===== config.mk =====
export PLATFORM = sky130hd
export DESIGN_NAME = scca_isqrt
export DESIGN_NICKNAME = d
export VERILOG_FILES = /design/src/sv/scca_pkg.sv /design/src/sv/scca_isqrt.sv
export SDC_FILE = /design/constraint.sdc
export NUM_CORES = 1
export LEC_CHECK = 0
export BUFFER_PORTS_ARGS = -buffer_cell sky130_fd_sc_hd__buf_4
export CAP_MARGIN = 20
export CORE_ASPECT_RATIO = 1.4
export CORE_MARGIN = 8
export CORE_UTILIZATION = 34
export CTS_CLUSTER_SIZE = 40
export DETAILED_ROUTE_END_ITERATION = 10
export PLACE_DENSITY_LB_ADDON = 0.05
export SETUP_SLACK_MARGIN = 0.15
export SLEW_MARGIN = 10
export SYNTH_ARGS = -nofsm -noshare
export SYNTH_HDL_FRONTEND = slang
export SYNTH_SLANG_ARGS = --single-unit

===== constraint.sdc =====
create_clock -name clk -period 4.6 [get_ports clk]
set_input_delay 0.92 -clock clk [delete_from_list [all_inputs] [get_ports clk]]
set_output_delay 0.92 -clock clk [all_outputs]
set_load 0.02 [all_outputs]

===== src/sv/scca_pkg.sv =====
// Package for the segment/circle chord and arc accumulator.
// Holds widths, the FSM state type, register codes, serial MAC steps and the CORDIC table.
// No dependencies.
`timescale 1ns / 1ps
`default_nettype none
package scca_pkg;

  localparam int COORD_W      = 32;
  localparam int RADIUS_W     = 31;
  localparam int OUT_W        = 48;
  localparam int ACC_BITS_DEF = 48;
  localparam int ADDR_W       = 4;
  localparam int DATA_W       = 32;
  localparam int GUARD_BITS   = 14;
  localparam int ANGLE_BITS   = 30;
  localparam int CORDIC_STEPS = 30;
  localparam int SQRT_RAD_W   = 94;

  typedef enum logic [1:0] {
    REG_SX,
    REG_SY,
    REG_EX,
    REG_EY
  } reg_idx_t;

  typedef enum logic [4:0] {
    ST_IDLE,
    ST_PREP,
    ST_MAG,
    ST_MUL,
    ST_SGN,
    ST_SUM,
    ST_ABS,
    ST_SQL,
    ST_DIV,
    ST_DCHK,
    ST_MRD,
    ST_HSUB,
    ST_HST,
    ST_SQH,
    ST_CRD,
    ST_ARM,
    ST_ARC,
    ST_ACC,
    ST_ACD,
    ST_FIN
  } state_t;

  // One step of a right-shifting shift-add multiplier, 33-bit operands.
  function automatic logic [65:0] mac33(input logic [65:0] acc, input logic [32:0] m,
                                        input logic b);
    logic [33:0] s;
    s = {1'b0, acc[65:33]} + (b ? {1'b0, m} : 34'd0);
    return {s, acc[32:1]};
  endfunction

  // Same, 31-bit operands.
  function automatic logic [61:0] mac31(input logic [61:0] acc, input logic [30:0] m,
                                        input logic b);
    logic [31:0] s;
    s = {1'b0, acc[61:31]} + (b ? {1'b0, m} : 32'd0);
    return {s, acc[30:1]};
  endfunction

  // atan(2^-i) in units of 2^-30 rad, truncated except for the last three entries, which are rounded.
  function automatic logic [29:0] atan_lut(input logic [4:0] idx);
    logic [29:0] v;
    case (idx)
      5'd0:  v = 30'd843314856;
      5'd1:  v = 30'd497837829;
      5'd2:  v = 30'd263043836;
      5'd3:  v = 30'd133525158;
      5'd4:  v = 30'd67021686;
      5'd5:  v = 30'd33543515;
      5'd6:  v = 30'd16775850;
      5'd7:  v = 30'd8388437;
      5'd8:  v = 30'd4194282;
      5'd9:  v = 30'd2097149;
      5'd10: v = 30'd1048575;
      5'd11: v = 30'd524287;
      5'd12: v = 30'd262143;
      5'd13: v = 30'd131071;
      5'd14: v = 30'd65535;
      5'd15: v = 30'd32767;
      5'd16: v = 30'd16383;
      5'd17: v = 30'd8191;
      5'd18: v = 30'd4095;
      5'd19: v = 30'd2047;
      5'd20: v = 30'd1023;
      5'd21: v = 30'd511;
      5'd22: v = 30'd255;
      5'd23: v = 30'd127;
      5'd24: v = 30'd63;
      5'd25: v = 30'd31;
      5'd26: v = 30'd15;
      5'd27: v = 30'd8;
      5'd28: v = 30'd4;
      5'd29: v = 30'd2;
      default: v = 30'd0;
    endcase
    return v;
  endfunction

endpackage
`default_nettype wire


===== src/sv/scca_isqrt.sv =====
// Bit-serial integer square root, two radicand bits per cycle (floor result).
// Depends on scca_pkg for the default radicand width.
`timescale 1ns / 1ps
`default_nettype none
module scca_isqrt #(
  parameter int RAD_W = scca_pkg::SQRT_RAD_W
) (
  input  wire logic               clk,
  input  wire logic               rst_n,
  input  wire logic               start,
  input  wire logic [RAD_W-1:0]   radicand,
  output logic                    done,
  output logic [RAD_W/2-1:0]      root
);
  import scca_pkg::*;

  localparam int ROOT_W = RAD_W / 2;
  localparam int REM_W  = ROOT_W + 2;
  localparam int CNT_W  = $clog2(ROOT_W + 1);

  logic [RAD_W-1:0]  rad_r;
  logic [REM_W-1:0]  rem_r;
  logic [ROOT_W-1:0] root_r;
  logic [CNT_W-1:0]  cnt_r;
  logic              busy_r;
  logic              done_r;

  logic [REM_W+1:0]  rem2;
  logic [REM_W+1:0]  trial;
  logic              ge;
  logic [REM_W-1:0]  rem_nxt;

  always_comb begin
    rem2    = {rem_r, rad_r[RAD_W-1 -: 2]};
    trial   = (REM_W + 2)'({root_r, 2'b01});
    ge      = (rem2 >= trial);
    rem_nxt = ge ? REM_W'(rem2 - trial) : REM_W'(rem2);
  end

  always_ff @(posedge clk) begin
    if (!rst_n) begin
      busy_r <= 1'b0;
      done_r <= 1'b0;
      cnt_r  <= '0;
    end else begin
      done_r <= 1'b0;
      if (start) begin
        busy_r <= 1'b1;
        cnt_r  <= CNT_W'(ROOT_W);
      end else if (busy_r) begin
        cnt_r <= cnt_r - CNT_W'(1);
        if (cnt_r == CNT_W'(1)) begin
          busy_r <= 1'b0;
          done_r <= 1'b1;
        end
      end
    end
  end

  always_ff @(posedge clk) begin
    if (start) begin
      rad_r  <= radicand;
      rem_r  <= '0;
      root_r <= '0;
    end else if (busy_r) begin
      rad_r  <= {rad_r[RAD_W-3:0], 2'b00};
      rem_r  <= rem_nxt;
      root_r <= {root_r[ROOT_W-2:0], ge};
    end
  end

  assign done = done_r;
  assign root = root_r;

endmodule
`default_nettype wire


Yosys cells after proc, flatten, opt, wreduce, memory -nomap -nowiden

Cells that the tools add are included.

Bitwise gates (word level): 2
Add/subtract/negate cells: 2
Muxes and demuxes: 9
Magnitude comparators: 1
Equality and inequality tests: 1
Reduce and logical (&&, ||, !) cells: 3

Operators by type and width:

| kind                | count |
|---|---|
| $mux 94             | 2 |
| $ge 51x49->1        | 1 |
| $mux 49             | 1 |
| $sub 49x49->49      | 1 |
| $mux 6              | 2 |
| $eq 6x1->1 const B  | 1 |
| $sub 6x1->6 const B | 1 |
| $mux 1              | 4 |
| $reduce_or 3->1     | 1 |
| $not 1->1           | 2 |
| $reduce_bool 2->1   | 1 |
| $reduce_or 2->1     | 1 |

Output and inout port bits: 48
Input bits: 97
Word-level logic and storage cells: 25
Flip-flop bits (word level): 198

Logic depth before layout (Yosys ltp)

Gate-level depths: netlist (run 1).

Depth in word-level cells: 4
Gate-level depth with buffers: 14
Gate-level depth less buffers: 12

Worst setup path after synthesis (run 1)

OpenSTA, ideal clock, no wires.

Path kind: input-to-reg
From: input start
To: register rad_r[0] (enable)
Stages: 4
Slack: 0.740 ns
Data required time: 4.153 ns
Library setup time: 0.447 ns
Arrival time: 3.413 ns
Cell sequence: clkbuf_1 -> clkbuf_1 -> nor2_1 -> inv_1

Word-level cells in the longest chain between the ends: 1

RTL lines:

| item                        | line             | text |
|---|---|---|
| from (decl)                 | scca_isqrt.sv:10 | `input wire logic start,` |
| $reduce_bool 2->1 (no line) | n/a              |  |
| to (signal assigned)        | scca_isqrt.sv:62 | `rad_r <= radicand;` |
| to (signal assigned)        | scca_isqrt.sv:66 | `rad_r <= {rad_r[RAD_W-3:0], 2'b00};` |
| to (decl)                   | scca_isqrt.sv:21 | `logic [RAD_W-1:0] rad_r;` |

No other way between the ends.
A chain may end at the register's enable or synchronous reset.

Worst setup path in the final report (run 1)

From: register root_r[0] (netlist: root[0])
To: register rem_r[47]

Word-level cells in the longest chain between the ends: 2

RTL lines:

| item                                           | line                               | text |
|---|---|---|
| from (decl)                                    | scca_isqrt.sv:23                   | `logic [ROOT_W-1:0] root_r;` |
| from (signal assigned)                         | scca_isqrt.sv:68                   | `root_r <= {root_r[ROOT_W-2:0], ge};` |
| $sub 49x49->49 or $ge 51x49->1 (tied branches) | scca_isqrt.sv:37, scca_isqrt.sv:36 |  |
| $mux 49 *                                      | scca_isqrt.sv:37                   | `rem_nxt = ge ? REM_W'(rem2 - trial) : REM_W'(rem2);` |
| to (signal assigned)                           | scca_isqrt.sv:67                   | `rem_r <= rem_nxt;` |
| to (decl)                                      | scca_isqrt.sv:22                   | `logic [REM_W-1:0] rem_r;` |

Mark *: on every way between the ends. The rest lies on a longest branch, timed or not.

==> results.txt, run 1 <==
----------------------------------------------------
[CTS]
  Post-CTS Setup Inserts ... 0
  Number of hold-repair buffers added at the cts stage ... 0
  Total CTS buffers ... 17
  Count of H-tree levels built during CTS ... 4
  Clock latency reported for the late side of the worst-skew pair ... 0.46 ns
  TritonCTS clock tree ... built
  Sink Count ... 198
  Cell chosen for the clock root ... clkbuf_16
  Clk pin slew, worst setup/hold paths ... 0.08 ns
  Number of resized instances in the post-cts repair step ... 0
  Maximum clock insertion buffer count ... 2

[Setup path]
  Worst setup path class ... flip-flop to flip-flop
  Slowest cell on the critical path ... a41oi_4
  R2R depth ... 12
  CP cell instances ... inv_1 > ha_1 > o21ai_1 > a22oi_2 > a221o_1 > o2111ai_1 > nand3_1 > nand4_1 > a41oi_4 > buf_4 > mux2i_1 > a211oi_1
  Worst R2R Setup Slack ... 1.17 ns
  Worst Path Max Fanout ... 19
  Crit end category ... flip-flop
  Endpoint of the lowest-slack register-to-register path ... rem_r[47]
  End point of the critical path ... rem_r[47]
  Launching point of the worst reg2reg path ... root[0]
  Required time at the endpoint of the critical path ... 4.90 ns
  Launching element type of the critical path ... flip-flop
  Critical path's largest stage delay ... 0.62 ns
  Critical path startpoint ... root[0]
  Endpoint arrival time on the critical path ... 3.73 ns

[Final layout]
  Nets ... 1390
  Final Core Density ... 40.52%
  Area Growth Syn to Fin ... 18.49%
  Number of diodes ... 0
  Share of cells above drive strength 1 ... 23.27%
  Total of fill cells in the finished design ... 3308

[Yosys]
  Portion of the post-synthesis area used by sequential elements ... 44.53%
  Post-synthesis instance total ... 1126
  Warning count from the yosys run ... 0
  Post-synthesis cell type count ... 56
  Top flip-flop cell by instance count after synthesis ... dfxtp_1
  Average size of a mapped cell ... 9.782 um^2
  Count of flip-flops with a built-in enable after synthesis ... 94
  Share of flip-flops with an asynchronous set or reset ... 0%
  Combined area of all synthesized cells ... 11010 um^2
  Post-synthesis cell type with the largest combined area ... edfxtp_1
  Net Count, Synth ... 1274
  Seq cells post-synth ... 198
  Area share of the largest cell type after synthesis ... 25.63%
  Cell with the most instances after synthesis ... nor2_1
  Leading cell types by total area after synthesis ... edfxtp_1 (26%), dfxtp_1 (19%), mux2_2 (9.4%)
  Most frequent cells after synthesis ... nor2_1 (135), dfxtp_1 (104), edfxtp_1 (94), mux2_2 (92), nand2_1 (91)

[GRT]
  Via count of the first global-routing pass ... 8736
  Global-route congestion overflow total ... 0
  Number of antenna violations at the first check in global routing ... 0
  Combined global-route utilization of all metal layers ... 14.63%
  Pin count of the biggest net entering global routing ... 78
  Global-route wire length before repair ... 45220 um

[Routing]
  Count of TritonRoute iterations in the first routing pass ... 6
  Vias per cell ... 5.068
  Detailed-route via count ... 8387
  WL/cell ... 16.99 um
  Number of violations reported at the end of detailed-routing iteration 0 ... 410
  Post-detailed-route count of antenna-violating nets ... 0
  Final Routed Wirelength ... 28130 um
  # DRC ... 0

[Hold path]
  Class of the most critical hold timing path ... flip-flop to flip-flop

[Run]
  Total of max-cap violations ... 0

[Power and ir drop]
  Ratio of total power to cell area ... 616.2 nW/um^2
  Pleak ... 0.005309 uW
  Max VDD drop ... 299.7 uV

[Floorplan]
  Die height ... 229.0 um
  # IOs ... 145
  Standard-cell rows ... 78
  Starting density of the core ... 34.20%
  Die width ... 168.1 um
  Die Area ... 38490 um^2
  Core outline area ... 32210 um^2

[STA]
  Post-layout minimum cycle time ... 3.430 ns
  Count of final max-slew check failures ... 0
  Worst slew margin ... 36.34%
  Total negative slack ... 0 ns
  Slew at the pin closest to its max-slew limit ... 0.9549 ns
  Final Hold Vio Count ... 0
  Portion of the clock cycle consumed by the worst path in the final layout ... 74.58%
  Hold WS ... 0.4686 ns
  Highest clock frequency the design can meet ... 0.2915 GHz
  Worst-case clock skew ... 0.01620 ns
  Total of endpoints with negative setup slack in the final report ... 0
  Unrepaired setup endpoints after global routing ... no

[Place]
  HPWL after detailed placement ... 20690 um
  Placer congestion estimate ... 0.7917
  Input/output buffers ... 144

[Outcome]
  Result of the run ... completed

----------------------------------------------------
## layout by cell type (no fill, tap or decap), types with 14 or more instances in the layout
master and count:
buf_4 153, nor2_1 135, dfxtp_1 103, edfxtp_1 94, mux2_2 92, nand2_1 91, inv_1 66, a21oi_1 66
mux2i_1 61, ha_1 51, a211oi_1 44, o21ai_1 40, xnor2_1 32, o21ai_0 27, nor3_1 18, xor2_1 17
clkbuf_16 17, a21o_1 16, nand4_1 14
## cells by family after synthesis
family | count (synthesis) | synth area share [%]
AND/OR/NAND/NOR | 300 | 11.71
AO/OA/AOI/OAI | 248 | 14.50
flip-flops | 198 | 44.53
multiplexers | 153 | 14.95
buffers and inverters | 127 | 4.623
adder cells (fa/ha/maj) | 51 | 5.793
XOR/XNOR | 49 | 3.896
## stage by stage
step	total power (uW)	area (um^2)	worst slack (ns)	cells
2_1_floorplan	5591	11010	0.7398	1126
3_3_place_gp	6651	12480	1.221	1623
6_report	8043	13050	1.170	1655
5_1_grt	8695	13050	0.8830	1655
3_5_place_dp	6639	12480	1.144	1623
4_1_cts	8184	13050	1.110	1655
## how the worst min path moves through the flow
stage | startpoint | endpoint | slack, ns | depth (start not counted)
after floorplan | rem_r[0] | rem_r[0] | 0.44 | 2
after global placement | rem_r[46] | rem_r[46] | 0.46 | 2
after detailed placement | rem_r[0] | rem_r[0] | 0.46 | 2
after CTS | rem_r[0] | rem_r[0] | 0.48 | 2
after global routing | rem_r[5] | rem_r[5] | 0.49 | 2
final | rem_r[0] | rem_r[0] | 0.47 | 2
## report_power, final
| group | internal, uW | switching [uW] |
|---|---|---|
| sequential | 2100 | 161 |
| combinational | 1800 | 2490 |
| clock | 715 | 776 |
## flip-flops by register name, summed over array words and instances (netlist names)
| register | count |
|---|---|
| rad_r | 94 |
| rem_r | 49 |
| root | 47 |
| cnt_r | 6 |
| busy_r | 1 |
| done | 1 |
## layout make-up
class                      count  area, um^2  area share (%)
multi-input combinational    801        5600           42.91
inverter                      67       254.0           1.946
timing repair buffer         157        1220           9.347
clock buffer                  17       425.4           3.260
tap                          400       500.5           3.835
sequential                   198        4908           37.61
clock inverter                15       142.6           1.093
## per-layer routing
layer  share of wire, %  vias up  GRT usage, %
li1                   -     4257             -
met1                 41     3956         15.80
met2                 52      143         26.31
met3                5.6       31         4.597
met4                1.8        0         5.203
met5                  0        -             0
## critical path: cells and delay by family (launching register included)
kind                       cells  cell delay (ns)
AOI/OAI and AO/OA              6             1.59
adders and majority gates      1             0.33
DFF                            1             0.38
and+or+nand+nor                2             0.36
muxes                          1             0.21
buffers and inverters          2             0.40
Note: power is estimated with default switching activity, not from simulation.
==> run 2: changes to the inputs <==
--- a/config.mk
+++ b/config.mk
@@ -5,6 +5,7 @@
 export SDC_FILE = /design/constraint.sdc
 export NUM_CORES = 1
 export LEC_CHECK = 0
+export ABC_AREA = 1
 export BUFFER_PORTS_ARGS = -buffer_cell sky130_fd_sc_hd__buf_4
 export CAP_MARGIN = 20
 export CORE_ASPECT_RATIO = 1.4
==> constraint.sdc (replaced) <==
create_clock -name clk -period 3.2 [get_ports clk]
set_input_delay 0.64 -clock clk [delete_from_list [all_inputs] [get_ports clk]]
set_output_delay 0.64 -clock clk [all_outputs]
set_load 0.02 [all_outputs]
==> run 2 against run 1 <==
Compared with the run above: register-to-register slack got worse by 0.76 ns; utilization grew 0.42 points; critical endpoint is now root[0]; critical path type unchanged; die area grew 9.0%; sequential share of layout area fell by 3.4 points; worst hold slack worse by 0.069 ns; flip-flop and latch count stayed put; routed wire length grew 38%; maximum frequency grew 23%; synthesized cell count up 59%; worst setup slack worse by 0.76 ns.
==> results.txt, run 2 <==
----------------------------------------------------
[Outcome]
  Result of the run ... completed

[Yosys]
  Most frequent cells after synthesis ... nand2_1 (743), inv_1 (265), nor2_1 (125), dfxtp_1 (104), edfxtp_1 (94)
  Leading cell types by total area after synthesis ... edfxtp_1 (23%), nand2_1 (23%), dfxtp_1 (17%)
  Average size of a mapped cell ... 6.761 um^2 (-31%)
  Post-synthesis instance total ... 1789 (+59%)
  Count of flip-flops with a built-in enable after synthesis ... 94 (unchanged)
  Area share of the largest cell type after synthesis ... 23.34% (-2.3 points)
  Share of flip-flops with an asynchronous set or reset ... 0% (unchanged)
  Post-synthesis cell type count ... 46 (-18%)
  Portion of the post-synthesis area used by sequential elements ... 40.55% (-4.0 points)
  Combined area of all synthesized cells ... 12100 um^2 (+9.8%)
  Cell with the most instances after synthesis ... nand2_1
  Post-synthesis cell type with the largest combined area ... edfxtp_1
  Top flip-flop cell by instance count after synthesis ... dfxtp_1
  Seq cells post-synth ... 198 (unchanged)
  Warning count from the yosys run ... 0 (unchanged)
  Net Count, Synth ... 1937 (+52%)

[GRT]
  Number of antenna violations at the first check in global routing ... 0 (unchanged)
  Combined global-route utilization of all metal layers ... 18.64% (+4.0 points)
  Pin count of the biggest net entering global routing ... 75 (-3.8%)
  Busiest grt layer ... met2
  Global-route wire length before repair ... 61680 um (+36%)
  Global-route congestion overflow total ... 0 (unchanged)
  Global Route met2 Usage ... 34.97% (+8.7 points)
  Via count of the first global-routing pass ... 11737 (+34%)
  Routing usage on met1 ... 19.99% (+4.2 points)
  GR Util met3 ... 3.656% (-0.94 points)

[Hold path]
  Class of the most critical hold timing path ... primary input to flip-flop
  Hold path depth ... 3 (+1)
  Worst Hold End ... cnt_r[2]
  Worst min-delay path startpoint ... rst_n

[Floorplan]
  Starting density of the core ... 34.59% (+0.39 points)
  Die width ... 175.4 um (+4.3%)
  Core outline area ... 34960 um^2 (+8.6%)
  # IOs ... 145 (unchanged)
  Standard-cell rows ... 81 (+3.8%)
  Die height ... 239.2 um (+4.5%)
  Die Area ... 41950 um^2 (+9.0%)

[Final layout]
  Area Growth Syn to Fin ... 18.37%
  Largest register FFs ... 94 (unchanged)
  Number of diodes ... 0 (unchanged)
  Share of cells above drive strength 1 ... 11.84% (-11 points)
  Total of fill cells in the finished design ... 3790 (+15%)
  Commonest non-fill, non-tap cell in the layout ... nand2_1
  Nets ... 2069 (+49%)
  Non-Filler Instances ... 2390 (+44%)
  Leading cell types in the layout, fill and taps excluded ... nand2_1 (743), inv_1 (262), buf_4 (166), nor2_1 (124), dfxtp_1 (104)
  Register name with the most flops ... rad_r

[Setup path]
  Crit end category ... flip-flop
  Slowest cell on the critical path ... ha_1
  Worst Path Max Fanout ... 9 (-10)
  Critical path's largest stage delay ... 0.36 ns (-0.26 ns)
  CP cell instances ... inv_1 > ha_1 > a21oi_1 > nand2_1 > a21oi_2 > nand2_1 > nand2_1 > nand2_1 > nor2_4 > nand3_4 > o211ai_1 > inv_1
  Number of buffers and inverters on the critical path ... 2 (unchanged)
  Family with the most delay on the worst path ... simple AND/OR/NAND/NOR gates
  Most prevalent standard cell on the critical path ... nand2_1
  Launching point of the worst reg2reg path ... root[28]
  Required time at the endpoint of the critical path ... 3.53 ns (-1.37 ns)
  Worst R2R Setup Slack ... 0.41 ns (-0.76 ns)
  Endpoint arrival time on the critical path ... 3.12 ns (-0.61 ns)
  R2R depth ... 12 (unchanged)
  Worst setup path class ... flip-flop to flip-flop
  Endpoint of the lowest-slack register-to-register path ... root[0]
  Launching element type of the critical path ... flip-flop

[Place]
  Placer congestion estimate ... 0.9071 (+15%)
  HPWL after detailed placement ... 30310 um (+46%)
  Input/output buffers ... 144 (unchanged)
  Placed Cells ... 2358 (+45%)

[STA]
  Total of endpoints with negative setup slack in the final report ... 0 (unchanged)
  Total negative slack ... 0 ns (unchanged)
  Final Hold Vio Count ... 0 (unchanged)
  Unrepaired setup endpoints after global routing ... no
  Slew at the pin closest to its max-slew limit ... 0.7186 ns (-0.2364 ns)
  Worst slew margin ... 52.10% (+16 points)
  Post-layout minimum cycle time ... 2.790 ns (-0.6406 ns)
  Worst-case clock skew ... 0.01004 ns (-0.006163 ns)
  Hold WS ... 0.4000 ns (-0.06860 ns)
  Count of final max-slew check failures ... 0 (unchanged)
  Highest clock frequency the design can meet ... 0.3584 GHz (+23%)
  Portion of the clock cycle consumed by the worst path in the final layout ... 87.18% (+13 points)

[CTS]
  Number of hold-repair buffers added at the cts stage ... 0 (unchanged)
  Cell chosen for the clock root ... clkbuf_16
  Total CTS buffers ... 17 (unchanged)
  Clk pin slew, worst setup/hold paths ... 0.08 ns (about the same)
  Clock latency reported for the late side of the worst-skew pair ... 0.46 ns (about the same)
  TritonCTS clock tree ... built
  Sink Count ... 198 (unchanged)
  Maximum clock insertion buffer count ... 2 (unchanged)
  Count of H-tree levels built during CTS ... 4 (unchanged)

[Routing]
  WL/cell ... 16.21 um (-4.6%)
  # DRC ... 0 (unchanged)
  Count of TritonRoute iterations in the first routing pass ... 7 (+1)
  Vias per cell ... 4.778 (-5.7%)
  Detailed-route via count ... 11419 (+36%)
  Post-detailed-route count of antenna-violating nets ... 0 (unchanged)
  Number of violations reported at the end of detailed-routing iteration 0 ... 651 (+59%)
  Final Routed Wirelength ... 38740 um (+38%)

[Run]
  Total of max-cap violations ... 0 (unchanged)

----------------------------------------------------
-- run 2: changes by cell type in the layout (fill, tap and decap cells not counted), moves of 13 or more --
cell and change:
mux2i_1 -61, nand3_1 +65, xnor2_1 -26, nand2_1 +652
inv_1 +196, a21o_1 -15, o22ai_1 +45, xor2_1 -15
a211oi_1 -44, mux2_2 -92, o21ai_1 -36, buf_4 +13
-- run 2: worst max-delay path by stage --
stage	slack, ns	start	cells past startpoint	end
after floorplan	0.47	start	4	rad_r[0]
after global placement	0.27	root[28]	12	root[0]
after detailed placement	0.30	root[28]	12	root[0]
after CTS	0.28	root[28]	12	root[0]
after global routing	0.21	root[32]	14	root[0]
final	0.41	root[28]	12	root[0]
-- run 2: area by class of cell --
cell class	count	area (um^2)	share of cell area (%)
multi-input combinational	1264	5934	41.45
sequential	198	4905	34.26
timing repair buffer	169	1306	9.123
clock inverter	14	148.9	1.040
clock buffer	18	429.2	2.997
tap	456	570.5	3.985
inverter	271	1023	7.148
-- run 2: kinds of logic after synthesis --
| kind of cell | after synthesis | synth area share, % |
|---|---|---|
| xor gates and xnor gates | 8 | 0.5793 |
| AOI/OAI and AO/OA | 198 | 9.558 |
| and+or+nand+nor | 1007 | 33.57 |
| adders and majority gates | 51 | 5.276 |
| DFF | 198 | 40.55 |
| buffers and inverters | 327 | 10.47 |
-- run 2: per-stage QoR --
| step | area (um^2) | util, % | setup slack (ns) |
|---|---|---|---|
| final | 14320 | 40.95 | 0.4101 |
| after global routing | 14320 | 40.95 | 0.2067 |
| after CTS | 14310 | 40.93 | 0.2801 |
| after detailed placement | 13730 | 39.27 | 0.2977 |
| after global placement | 13730 | 39.27 | 0.2743 |
| after floorplan | 12100 | - | 0.4668 |
-- run 2: tightest hold or removal path, cell delays in order --
cell	delay [ns]
buf_4	0.09
o31ai_1	0.06
inv_1	0.04
-- run 2: routing by layer --
layer | up-vias | part of all wire (%) | routed length, um
li1 | 5915 | - | -
met1 | 5221 | 40 | 15510
met2 | 228 | 53 | 20360
met3 | 55 | 4.1 | 1576
met4 | 0 | 3.3 | 1293
met5 | - | 0 | 0
-- run 2: repair_timing --
item	4_1_cts	5_1_grt
gates resized for setup	0	1
setup buffers	0	0
endpoints found under the setup margin	0	1
Power of run 2 is not shown: default switching activity piles up to over one toggle a cycle in this logic, so the estimate is an artifact.
==> run 3: changes to the inputs <==
--- a/config.mk
+++ b/config.mk
@@ -14,6 +14,7 @@
 export CTS_CLUSTER_SIZE = 40
 export DETAILED_ROUTE_END_ITERATION = 10
 export PLACE_DENSITY_LB_ADDON = 0.05
+export RECOVER_POWER = 25
 export SETUP_SLACK_MARGIN = 0.15
 export SLEW_MARGIN = 10
 export SYNTH_ARGS = -nofsm -noshare
==> run 3 against run 2 <==
Compared with the run above: flip-flop and latch count stayed put; first-iteration DRC count is 6.5% lower; clock skew hardly changed; utilization is 0.061 points lower; routed wire length hardly changed; via count is 0.24% lower; maximum frequency hardly changed; non-clock buffer count stayed put; highest routed layer unchanged; global-route usage stayed put; critical path depth stayed put; worst setup slack better by 0.0022 ns; register-to-register slack hardly changed.
==> results.txt, run 3 (synthesis gave the netlist of run 2 again) <==
----------------------------------------------------
[Outcome]
  Result of the run ... completed

[Hold path]
  Hold path depth ... 3 (unchanged)
  Class of the most critical hold timing path ... primary input to flip-flop

[Final layout]
  Number of diodes ... 0 (unchanged)
  Largest register FFs ... 94 (unchanged)
  Final Core Density ... 40.89% (-0.061 points)
  Area Growth Syn to Fin ... 18.20%
  Nets ... 2069 (unchanged)
  Commonest non-fill, non-tap cell in the layout ... nand2_1
  Register name with the most flops ... rad_r
  Share of cells above drive strength 1 ... 11.79% (-0.052 points)
  Leading cell types in the layout, fill and taps excluded ... nand2_1 (743), inv_1 (262), buf_4 (164), nor2_1 (124), dfxtp_1 (104)

[Floorplan]
  Core outline area ... 34960 um^2 (unchanged)
  Die height ... 239.2 um (unchanged)
  Standard-cell rows ... 81 (unchanged)
  Die Area ... 41950 um^2 (unchanged)
  Die width ... 175.4 um (unchanged)
  # IOs ... 145 (unchanged)
  Starting density of the core ... 34.59% (unchanged)

[Routing]
  Post-detailed-route count of antenna-violating nets ... 0 (unchanged)
  WL/cell ... 16.20 um (about the same)
  Final Routed Wirelength ... 38720 um (about the same)
  Count of TritonRoute iterations in the first routing pass ... 7 (unchanged)
  Vias per cell ... 4.767 (-0.24%)
  # DRC ... 0 (unchanged)
  Number of violations reported at the end of detailed-routing iteration 0 ... 609 (-6.5%)
  Detailed-route via count ... 11392 (-0.24%)

[Setup path]
  R2R depth ... 12 (unchanged)
  Worst setup path class ... flip-flop to flip-flop
  Crit end category ... flip-flop
  Slowest cell on the critical path ... ha_1
  Critical path's largest stage delay ... 0.36 ns (about the same)
  Most prevalent standard cell on the critical path ... nand2_1
  CP cell instances ... inv_1 > ha_1 > a21oi_1 > nand2_1 > a21oi_2 > nand2_1 > nand2_1 > nand2_1 > nor2_4 > nand3_4 > o211ai_1 > inv_1
  Required time at the endpoint of the critical path ... 3.53 ns (about the same)
  Worst Path Max Fanout ... 9 (unchanged)
  Endpoint arrival time on the critical path ... 3.12 ns (about the same)
  Launching element type of the critical path ... flip-flop

[CTS]
  Cell chosen for the clock root ... clkbuf_16
  Clock latency reported for the late side of the worst-skew pair ... 0.46 ns (about the same)
  Clk pin slew, worst setup/hold paths ... 0.08 ns (about the same)
  Total CTS buffers ... 17 (unchanged)
  Sink Count ... 198 (unchanged)
  Maximum clock insertion buffer count ... 2 (unchanged)
  TritonCTS clock tree ... built
  Post-CTS Setup Inserts ... 0 (unchanged)
  Count of H-tree levels built during CTS ... 4 (unchanged)

[STA]
  Worst slew margin ... 7.413% (-45 points)
  Total of endpoints with negative setup slack in the final report ... 0 (unchanged)
  Worst-case clock skew ... 0.01011 ns (+0.00007610 ns)
  Total negative slack ... 0 ns (unchanged)
  Min setup slack post-route ... 0.4124 ns (+0.002245 ns)
  Count of final max-slew check failures ... 0 (unchanged)
  Highest clock frequency the design can meet ... 0.3587 GHz (about the same)
  Slew at the pin closest to its max-slew limit ... 1.389 ns (+0.6702 ns)
  Unrepaired setup endpoints after global routing ... no
  Portion of the clock cycle consumed by the worst path in the final layout ... 87.11% (about the same)
  Post-layout minimum cycle time ... 2.788 ns (-0.002245 ns)
  Final Hold Vio Count ... 0 (unchanged)

[Place]
  Input/output buffers ... 144 (unchanged)
  Pre-CTS WS ... 0.2977 ns (unchanged)
  HPWL after detailed placement ... 30310 um (unchanged)
  Placer congestion estimate ... 0.9071 (unchanged)

[GRT]
  Pin count of the biggest net entering global routing ... 75 (unchanged)
  Global-route congestion overflow total ... 0 (unchanged)
  Global-route wire length before repair ... 61680 um (unchanged)
  Number of antenna violations at the first check in global routing ... 0 (unchanged)
  Via count of the first global-routing pass ... 11737 (unchanged)
  Combined global-route utilization of all metal layers ... 18.64% (unchanged)

[Run]
  Total of max-cap violations ... 0 (unchanged)

----------------------------------------------------
-- run 3: cell count changes in the layout (fill, tap and decap cells not counted) --
cell        change
clkinv_2        -1
clkbuf_2        +2
clkinvlp_2      +1
buf_12          -1
clkbuf_1        +1
buf_4           -2
-- run 3: through the flow --
step	instance area, um^2	hold slack (ns)	std cells
5_1_grt	14300	0.4099	2390
4_1_cts	14310	0.3733	2390
6_report	14300	0.3998	2390
3_3_place_gp	13730	0.4306	2358
3_5_place_dp	13730	0.4354	2358
2_1_floorplan	12100	0.4181	1789
-- run 3: repair_timing --
item	CTS	global route
setup endpoints to repair	0	1
hold buffers	0	0
resized for setup	0	1
-- run 3: cell type report --
class,instances,area (um^2)
Fill cell,3795,20670
Multi-Input combinational cell,1264,5934
Sequential cell,198,4905
Timing Repair Buffer,169,1285
Inverter,271,1023
Tap cell,456,570.5
Clock buffer,18,429.2
Clock inverter,14,148.9
-- run 3: worst paths after layout --
path             start   endpoint  slack (ns)
min reg2reg  rem_r[48]  rem_r[48]        0.45
max           root[28]    root[0]        0.41
max reg2reg   root[28]    root[0]        0.41
min              rst_n   cnt_r[2]        0.40
-- run 3: routing by layer --
metal,vias to the layer above,routed length (um),global-route usage (%)
li1,5919,-,-
met3,52,1576,3.656
met4,0,1261,7.878
met1,5209,15540,19.99
met5,-,0,0
met2,212,20350,34.97
-- run 3: worst max-delay path, delay by kind of cell, from the launching register on --
family	cells	cell delay [ns]
adders and majority gates	1	0.36
and+or+nand+nor	6	1.06
DFF	1	0.33
buffers and inverters	2	0.18
AOI/OAI and AO/OA	3	0.73
Power of run 3 is left out for the same reason.
